[config.mk]
export PLATFORM = sky130hd
export DESIGN_NAME = psu_front
export DESIGN_NICKNAME = d
export VERILOG_FILES = /design/src/rtl/psu_pkg.sv /design/src/rtl/psu_front.sv
export SDC_FILE = /design/constraint.sdc
export NUM_CORES = 1
export LEC_CHECK = 0
export ABC_CLOCK_PERIOD_IN_PS = 25200
export BUFFER_PORTS_ARGS = -buffer_cell sky130_fd_sc_hd__buf_4
export CAP_MARGIN = 20
export CORE_MARGIN = 2
export CORE_UTILIZATION = 25
export DETAILED_ROUTE_END_ITERATION = 10
export PLACE_DENSITY = 0.41
export RECOVER_POWER = 100
export SYNTH_ARGS = -nofsm -noshare
export SYNTH_HDL_FRONTEND = slang
export SYNTH_SLANG_ARGS = --single-unit
[constraint.sdc]
create_clock -name clk -period 25.2 [get_ports clk]
set_input_delay 2.52 -clock clk [delete_from_list [all_inputs] [get_ports clk]]
set_output_delay 2.52 -clock clk [all_outputs]
set_load 0.005 [all_outputs]
[src/rtl/psu_pkg.sv]
// Shared types, constants and helper functions for the PNG scanline unfilter.
// Used by the front end, unfilter and output stages and the top; depends on nothing.
package psu_pkg;

  localparam int MAX_WIDTH_DEF       = 4096;
  localparam int PALETTE_ENTRIES_DEF = 256;

  localparam int CFG_IDX_W  = 2;
  localparam int CFG_DATA_W = 13;
  localparam int IMG_W_W    = 13;
  localparam int MOD3_ARG_W = 16;

  typedef enum logic [CFG_IDX_W-1:0] {
    REG_COLOR_MODE  = 2'd0,
    REG_FOUR_BIT    = 2'd1,
    REG_IMAGE_WIDTH = 2'd2
  } cfg_reg_t;

  typedef enum logic [1:0] {
    MODE_PALETTE = 2'd0,
    MODE_RGB     = 2'd1,
    MODE_RGBA    = 2'd2
  } color_mode_t;

  typedef enum logic [2:0] {
    FILT_NONE  = 3'd0,
    FILT_SUB   = 3'd1,
    FILT_UP    = 3'd2,
    FILT_AVG   = 3'd3,
    FILT_PAETH = 3'd4
  } filter_t;

  typedef struct packed {
    logic        command;
    logic [7:0]  data_byte;
    logic        start_of_image;
    logic [7:0]  palette_index;
    logic [31:0] palette_color;
  } in_item_t;

  typedef struct packed {
    logic [31:0] pixel_rgba;
    logic        row_end;
    logic        last;
  } out_item_t;

  // front end -> unfilter stage
  typedef struct packed {
    filter_t     filter;
    color_mode_t mode;
    logic        four_bit;
    logic        above_zero;
    logic        row_start;
    logic        row_end;
    logic        pixel_done;
    logic        two_pixels;
    logic [7:0]  data;
  } byte_ctl_t;

  // unfilter stage -> output stage
  typedef struct packed {
    logic        palette;
    logic        two_pixels;
    logic        row_end;
    logic [31:0] pixel;
    logic [7:0]  pal_addr0;
    logic [3:0]  pal_addr1;
  } pix_ctl_t;

  function automatic color_mode_t norm_mode(input logic [1:0] raw);
    color_mode_t m;
    unique case (raw)
      2'd0:    m = MODE_PALETTE;
      2'd1:    m = MODE_RGB;
      default: m = MODE_RGBA;
    endcase
    return m;
  endfunction

  // residue mod 3 by folding base-4 digits (4 = 1 mod 3)
  function automatic logic [1:0] mod3(input logic [MOD3_ARG_W-1:0] v);
    logic [4:0] s;
    logic [2:0] t;
    logic [2:0] u;
    s = '0;
    for (int i = 0; i < MOD3_ARG_W / 2; i++) begin
      s = s + 5'(v[2*i +: 2]);
    end
    t = 3'(s[1:0]) + 3'(s[3:2]) + 3'(s[4]);
    u = 3'(t[1:0]) + 3'(t[2]);
    return (u >= 3'd3) ? 2'(u - 3'd3) : u[1:0];
  endfunction

  function automatic logic [7:0] paeth(input logic [7:0] a, input logic [7:0] b,
                                       input logic [7:0] c);
    logic [9:0] pa;
    logic [9:0] pb;
    logic [9:0] pc;
    logic [9:0] sum_ab;
    logic [9:0] two_c;
    logic [7:0] r;
    pa     = {2'b00, (b > c) ? (b - c) : (c - b)};
    pb     = {2'b00, (a > c) ? (a - c) : (c - a)};
    sum_ab = {2'b00, a} + {2'b00, b};
    two_c  = {1'b0, c, 1'b0};
    pc     = (sum_ab > two_c) ? (sum_ab - two_c) : (two_c - sum_ab);
    if (pa <= pb && pa <= pc) r = a;
    else if (pb <= pc)        r = b;
    else                      r = c;
    return r;
  endfunction

endpackage

[src/rtl/psu_front.sv]
// Front end: configuration registers and row bookkeeping (position, filter type,
// first-row flag, line store fill count). Depends on psu_pkg.
module psu_front #(
  parameter int MAX_WIDTH = psu_pkg::MAX_WIDTH_DEF,
  parameter int IDX_W     = $clog2(4 * MAX_WIDTH),
  parameter int POS_W     = $clog2(4 * MAX_WIDTH + 1)
) (
  input  logic                            clk,
  input  logic                            rst,
  input  logic                            write_en,
  input  logic [psu_pkg::CFG_IDX_W-1:0]   write_index,
  input  logic [psu_pkg::CFG_DATA_W-1:0]  write_data,
  input  logic                            accept,
  input  psu_pkg::in_item_t               item,
  output logic                            load,
  output psu_pkg::byte_ctl_t              ctl,
  output logic [IDX_W-1:0]                idx
);

  localparam int W_W = $clog2(MAX_WIDTH + 1);

  logic [1:0]                  color_mode;
  logic                        four_bit_depth;
  logic [psu_pkg::IMG_W_W-1:0] image_width;
  logic [POS_W-1:0]            byte_position;
  psu_pkg::filter_t            row_filter;
  logic                        first_row;
  logic [POS_W-1:0]            fill_count;

  psu_pkg::color_mode_t mode;
  logic [W_W-1:0]       w;
  logic [POS_W-1:0]     rowlen;
  logic                 stale;
  logic [POS_W-1:0]     eff_pos;
  logic                 eff_first;
  logic                 is_filter;
  logic                 row_last;
  logic                 data_beat;

  always_comb begin
    mode = psu_pkg::norm_mode(color_mode);
    if (image_width == '0) begin
      w = W_W'(1);
    end else if (32'(image_width) > 32'(MAX_WIDTH)) begin
      w = W_W'(MAX_WIDTH);
    end else begin
      w = W_W'(image_width);
    end
    case (mode)
      psu_pkg::MODE_PALETTE: begin
        rowlen = four_bit_depth ? ((POS_W'(w) + POS_W'(1)) >> 1) : POS_W'(w);
      end
      psu_pkg::MODE_RGB: begin
        rowlen = (POS_W'(w) << 1) + POS_W'(w);
      end
      default: begin
        rowlen = POS_W'(w) << 2;
      end
    endcase
  end

  // a row left over from a wider configuration is closed silently
  assign stale     = byte_position > rowlen;
  assign eff_pos   = (item.start_of_image || stale) ? '0 : byte_position;
  assign eff_first = item.start_of_image || (first_row && !stale);
  assign is_filter = (eff_pos == '0);
  assign row_last  = (eff_pos == rowlen);
  assign idx       = IDX_W'(eff_pos - POS_W'(1));
  assign data_beat = accept && !item.command;
  assign load      = data_beat && !is_filter;

  always_comb begin
    ctl.filter     = row_filter;
    ctl.mode       = mode;
    ctl.four_bit   = four_bit_depth;
    ctl.above_zero = eff_first || (eff_pos > fill_count);
    ctl.row_start  = (eff_pos == POS_W'(1));
    ctl.row_end    = row_last;
    case (mode)
      psu_pkg::MODE_RGB:  ctl.pixel_done = (psu_pkg::mod3(psu_pkg::MOD3_ARG_W'(idx)) == 2'd2);
      psu_pkg::MODE_RGBA: ctl.pixel_done = (idx[1:0] == 2'b11);
      default:            ctl.pixel_done = 1'b1;
    endcase
    ctl.two_pixels = (POS_W+1)'({idx, 1'b1}) < (POS_W+1)'(w);
    ctl.data       = item.data_byte;
  end

  always_ff @(posedge clk) begin
    if (rst) begin
      color_mode     <= 2'd2;
      four_bit_depth <= 1'b0;
      image_width    <= psu_pkg::IMG_W_W'(1);
      byte_position  <= '0;
      row_filter     <= psu_pkg::FILT_NONE;
      first_row      <= 1'b1;
      fill_count     <= '0;
    end else begin
      if (write_en) begin
        unique case (write_index)
          psu_pkg::REG_COLOR_MODE:  color_mode     <= write_data[1:0];
          psu_pkg::REG_FOUR_BIT:    four_bit_depth <= write_data[0];
          psu_pkg::REG_IMAGE_WIDTH: image_width    <= write_data[psu_pkg::IMG_W_W-1:0];
          default: ;
        endcase
      end
      if (data_beat) begin
        if (is_filter) begin
          row_filter    <= (item.data_byte >= 8'd4) ? psu_pkg::FILT_PAETH
                                                    : psu_pkg::filter_t'(item.data_byte[2:0]);
          byte_position <= POS_W'(1);
          first_row     <= eff_first;
        end else begin
          byte_position <= row_last ? '0 : eff_pos + POS_W'(1);
          first_row     <= row_last ? 1'b0 : eff_first;
          if (eff_pos > fill_count) fill_count <= eff_pos;
        end
      end
    end
  end

endmodule

==> results of run 1 <==
final timing paths:
| path | endpoint | slack (ns) |
|---|---|---|
| min | row_filter[0] | 0.46 |
| max | ctl[9] | 10.10 |
| min reg2reg | row_filter[0] | 0.46 |
| max reg2reg | fill_count[4] | 15.51 |
stage by stage:
step           setup WS (ns)  cells  instance area [sq um]  hold slack [ns]
6_report               10.10   1153                   6746           0.4592
3_3_place_gp           11.46   1144                   6646           0.4484
3_5_place_dp           11.46   1145                   6674           0.4528
5_1_grt                9.198   1153                   6746           0.5187
2_1_floorplan          12.74    811                   5993           0.4395
4_1_cts                11.09   1153                   6828           0.4713
registers in the layout, indices dropped and copies added, names as in the netlist:
name,cells
byte_position,15
color_mode,2
fill_count,15
first_row,1
four_bit_depth,1
image_width,13
row_filter,3
per-layer routing:
| metal | vias to the layer above | part of all wire | track usage |
|---|---|---|---|
| li1 | 2940 | - | - |
| met1 | 2738 | 0.49 | 0.2198 |
| met2 | 91 | 0.47 | 0.2662 |
| met3 | 22 | 0.026 | 0.01803 |
| met4 | 0 | 0.016 | 0.04254 |
| met5 | - | 0 | 0 |
power groups by stage:
stage	Clock, mW	Sequential (mW)	Combinational [mW]
finish	0.0744	0.0826	0.106
global route	0.0800	0.0830	0.123
CTS	0.0783	0.0826	0.108
detailed placement	0	0.0845	0.107
global placement	0	0.0845	0.106
floorplan	0	0.0829	0.0788
critical path, delay by kind of cell, from the launching register on:
| kind | cells | cell delay [ns] |
|---|---|---|
| simple gates | 8 | 2.36 |
| buf+inv | 9 | 1.85 |
| fa+ha+maj | 12 | 4.92 |
| mux | 1 | 0.17 |
| compound gates | 11 | 2.52 |
| flops | 1 | 0.45 |
kinds of logic (layout without fill, tap and decap cells):
group / count (synthesis) / count (layout) / synth area share
mux: 28 / 28 / 0.04760
flops: 50 / 50 / 0.1670
fa+ha+maj: 72 / 72 / 0.1666
compound gates: 197 / 197 / 0.2299
xor+xnor: 25 / 25 / 0.03653
buf+inv: 129 / 152 / 0.09102
simple gates: 310 / 310 / 0.2614
cell usage in the layout (no fill, tap or decap), types with 12 or more instances in the layout:
master / count
nor3_1: 18
nand4_1: 15
nor2_1: 75
xnor2_1: 18
a21oi_1: 51
buf_4: 36
nand2_1: 84
ha_1: 59
o211ai_1: 12
a21o_1: 13
dfxtp_1: 50
nand3_1: 30
nor2b_1: 15
o21ai_0: 27
inv_1: 71
fa_1: 13
mux2i_1: 24
clkbuf_4: 24
final cells by class:
| type | instances | area [sq um] | share of cell area |
|---|---|---|---|
| clock buffer | 5 | 125.1 | 0.01855 |
| sequential | 50 | 1001 | 0.1484 |
| clock inverter | 3 | 28.78 | 0.004266 |
| tap | 319 | 399.1 | 0.05916 |
| inverter | 73 | 274.0 | 0.04062 |
| timing repair buffer | 71 | 491.7 | 0.07289 |
| multi-input combinational | 632 | 4427 | 0.6562 |
==> out/results.ini, run 1 <==
[die]
die_x_um = 158.8
die_h_um = 158.8
row_count = 56
die_area_sq_um = 25230
num_io_pins = 103
initial_core_util = 0.2553
coreArea_sq_um = 23470

[clock_network]
postCtsSetupRepairBufs = 0
clock-root-buffer = clkbuf_16
clk_latency_ns = 0.31
cts_tree = done
hold_buffers = 0
cts.clk_slew.worst_paths_ns = 0.07
cts_inserted_buffers = 5
clock_sinks = 50
cts_max_path_buffers = 2
ctsResizeCount = 0
htree_num_levels = 2

[hold_path]
hold_start = row_filter[0]
hold_depth = 2
min_path_type = reg2reg

[power_and_ir_drop]
power_leakage_nw = 2.922
p_seq_frac = 0.314
p_sw_uw = 100.8
power_switching_share = 0.3832
p_per_area_nw_per_um2 = 38.97
power.total_uw = 262.9
clkPwrFrac = 0.283
combPwrFrac = 0.403
p_int_uw = 162.2
peakVddDrop_mv = 0.02705

[yosys]
syn_inst = 811
syn-num-nets = 952
seq_area_frac_synth = 0.1670
synth_cell_types = 75
async_reset_ff_frac = 0
synth_top_area_cell = dfxtp_1
synth-edff-count = 0
ys_seq_elements = 50
synthTopCellsByArea = dfxtp_1 (17%), ha_1 (12%), nand2_1 (5.3%), nor2_1 (4.7%), inv_1 (4.4%)
yosysMostFrequentCell = nand2_1
synth_flop_cell = dfxtp_1
synth_top_area_frac = 0.1670
avgSynthCellArea_sq_um = 7.390
synthTopCellsByCount = nand2_1 (84), nor2_1 (75), inv_1 (71), ha_1 (59), a21oi_1 (51)
yosysWarningCount = 0
syn_area_sq_um = 5993

[sta]
maxSlewViolCount = 51
final.setup.tns_ns = 0
fin_crit_sh = 0.5993
setup_viol = 0
rsz0062_at_grt = false
max_freq_ghz = 0.06622
finClkSkew_ns = 0.01330
tightest_slew_ns = 2.445
slew_headroom = -0.6301
hold_violations = 0
fin_crit_ns = 15.10

[setup_path]
crit_top_cell = fa_1
start_kind = register
max_stage_delay_ns = 0.98
worstSetupEndpointType = output pin
critPathArrivalTime_ns = 12.58
cp_max_fo = 31
reg2reg_depth = 31
worstSetupPathType = reg2out
slowest_stage = clkbuf_1
crit_path_start = image_width[2]
critPathRequiredTime_ns = 22.68
reg2reg_from = image_width[2]

[detailed_routing]
postRouteWirelength_um = 20590
num_vias = 5791
viasPerCell = 5.023
dr.pass1.iters = 5
drc = 0
drtIter0Drc = 341
wire_per_inst_um = 17.86
drtAntennaViolNets = 0

[placed_design]
place_congestion = 0.7788
numPortBuffers = 62
dp_hpwl_um = 15990

[global_routing]
grt_max_degree = 51
grt_pass1_vias = 5647
grt_remaining_overflow = 0
antenna_found_initial = 0
grt_usage = 0.1602
grt_pass1_wl_um = 32210

[run_status]
status = finished with violations
violations = max-capacitance violations, max-slew violations

[finish]
fillers = 2622
nets = 974
layout-drive-gt1-share = 0.09952
diodes = 0
area_delta_synth_final_pct = 12.57
post-route-util = 0.2874

[flow_run]
cap_violations = 1

(Power assumes the default switching activity.)
==> run 2, diff against run 1 <==
--- a/config.mk
+++ b/config.mk
@@ -5,7 +5,7 @@
 export SDC_FILE = /design/constraint.sdc
 export NUM_CORES = 1
 export LEC_CHECK = 0
-export ABC_CLOCK_PERIOD_IN_PS = 25200
+export ABC_CLOCK_PERIOD_IN_PS = 14000
 export BUFFER_PORTS_ARGS = -buffer_cell sky130_fd_sc_hd__buf_4
 export CAP_MARGIN = 20
 export CORE_MARGIN = 2
==> constraint.sdc (replaced) <==
create_clock -name clk -period 14 [get_ports clk]
set_input_delay 1.4 -clock clk [delete_from_list [all_inputs] [get_ports clk]]
set_output_delay 1.4 -clock clk [all_outputs]
set_load 0.005 [all_outputs]
==> run 2 against run 1 <==
Compared with the run above: the run still ends with max-capacitance violations, max-slew violations left; first-iteration DRC count grew 9.1%; die area is the same; sequential power grew 80%; clock-buffer cell count grew 1; routed wire length grew 1.1%; via count grew 3.0%; critical path type unchanged; critical endpoint unchanged; largest cell class unchanged; largest power group unchanged; highest routed layer unchanged.
==> out/results.ini, run 2 (same netlist as run 1, synthesis figures left out) <==
[run_status]
status = finished with violations
violations = max-capacitance violations, max-slew violations

[setup_path]
cp_max_fo = 14  ; -55%
critPathArrivalTime_ns = 11.61  ; -0.97 ns
critPathRequiredTime_ns = 12.60  ; -10.08 ns
start_kind = register
slowest_stage = nor4_1
worstSetupPathType = reg2out
max_stage_delay_ns = 0.84  ; -0.14 ns
crit_top_cell = fa_1
worstSetupEndpointType = output pin

[clock_network]
cts_inserted_buffers = 5  ; unchanged
ctsResizeCount = 0  ; unchanged
cts_tree = done
clock-root-buffer = clkbuf_16
clock_sinks = 50  ; unchanged
hold_buffers = 0  ; unchanged
clk_latency_ns = 0.31  ; about the same
postCtsSetupRepairBufs = 0  ; unchanged
cts_max_path_buffers = 2  ; unchanged
cts.clk_slew.worst_paths_ns = 0.08  ; about the same
htree_num_levels = 2  ; unchanged

[finish]
nets = 974  ; unchanged
area_delta_synth_final_pct = 13.22
diodes = 0  ; unchanged
layout_common_cells = nand2_1 (84), nor2_1 (75), inv_1 (71), ha_1 (59), a21oi_1 (51)
post-route-util = 0.2891  ; +0.001652
final_common_cell = nand2_1
reg_top3 = byte_position: 15 flops, fill_count: 15 flops, image_width: 13 flops
layout-drive-gt1-share = 0.1043  ; +0.004796

[global_routing]
grt_max_degree = 51  ; unchanged
grt_pass1_vias = 5836  ; +3.3%
grt_pass1_wl_um = 33000  ; +2.5%
grt_remaining_overflow = 0  ; unchanged
antenna_found_initial = 0  ; unchanged
grt_usage = 0.1632  ; +0.003004

[sta]
fin_crit_sh = 0.9294
tightest_slew_ns = 2.461  ; +0.01568 ns
rsz0062_at_grt = false
finalWorstSetupSlack_ns = 0.9886  ; -9.110 ns
finClkSkew_ns = 0.01140  ; -0.001896 ns
maxSlewViolCount = 51  ; unchanged
final.setup.tns_ns = 0  ; unchanged
hold_violations = 0  ; unchanged
holdWs_ns = 0.4611  ; +0.001914 ns
slew_headroom = -0.6405  ; -0.01045
fin_crit_ns = 13.01
setup_viol = 0  ; unchanged
max_freq_ghz = 0.07686

[detailed_routing]
wire_per_inst_um = 18.06  ; +1.1%
viasPerCell = 5.174  ; +3.0%
drtAntennaViolNets = 0  ; unchanged
dr.pass1.iters = 5  ; unchanged
num_vias = 5966  ; +3.0%
drtIter0Drc = 372  ; +9.1%
postRouteWirelength_um = 20820  ; +1.1%
drc = 0  ; unchanged

[power_and_ir_drop]
power_leakage_nw = 2.949  ; +0.91%
peakVddDrop_mv = 0.04712  ; +74%
p_per_area_nw_per_um2 = 72.47  ; +86%
power.total_uw = 491.8  ; +87%

[placed_design]
dp_hpwl_um = 16240  ; +1.6%
place_congestion = 0.7977  ; +2.4%
numPortBuffers = 62  ; unchanged
post-place-ws_ns = 1.438  ; -10.03 ns

[die]
die_h_um = 158.8  ; unchanged
die_area_sq_um = 25230  ; unchanged
coreArea_sq_um = 23470  ; unchanged
initial_core_util = 0.2553  ; unchanged
num_io_pins = 103  ; unchanged
die_x_um = 158.8  ; unchanged
row_count = 56  ; unchanged

[hold_path]
min_path_type = reg2reg

[flow_run]
cap_violations = 1  ; unchanged

==> run 2: critical path, delay by kind of cell, from the launching register on <==
kind	cells	cell delay, ns
AO/OA/AOI/OAI	13	2.89
flip-flops	1	0.44
AND/OR/NAND/NOR	7	2.28
buffers and inverters	7	0.73
adder cells (fa/ha/maj)	12	4.94
==> run 2: layout make-up <==
cell class	count	area, sq um
inverter	73	274.0
tap	319	399.1
clock buffer	6	138.9
clock inverter	2	38.79
multi-input combinational	632	4427
timing repair buffer	71	506.7
fill	2607	16690
sequential	50	1001
==> run 2: worst paths after layout <==
check | end | cells past startpoint | slack [ns] | start
min | row_filter[1] | 2 | 0.46 | row_filter[1]
max reg2reg | fill_count[3] | 29 | 5.00 | image_width[2]
max | ctl[9] | 39 | 0.99 | image_width[2]
min reg2reg | row_filter[1] | 2 | 0.46 | row_filter[1]
==> run 2: per-layer routing <==
layer | GRT usage | share of wire | vias to the layer above
li1 | - | - | 2951
met1 | 0.2189 | 0.48 | 2864
met2 | 0.2801 | 0.48 | 132
met3 | 0.01829 | 0.034 | 19
met4 | 0.03753 | 0.013 | 0
met5 | 0 | 0 | -
==> run 2: per-stage QoR <==
stage,instances,area [sq um]
finish,1153,6785
global route,1153,6785
CTS,1152,6824
detailed placement,1144,6646
global placement,1144,6646
floorplan,811,5993
==> run 2: where the power goes <==
part	switching, mW	total [mW]	internal, mW
sequential	0.00497	0.149	0.144
combinational	0.109	0.189	0.0791
clock	0.0637	0.154	0.0902
total	0.178	0.492	0.314
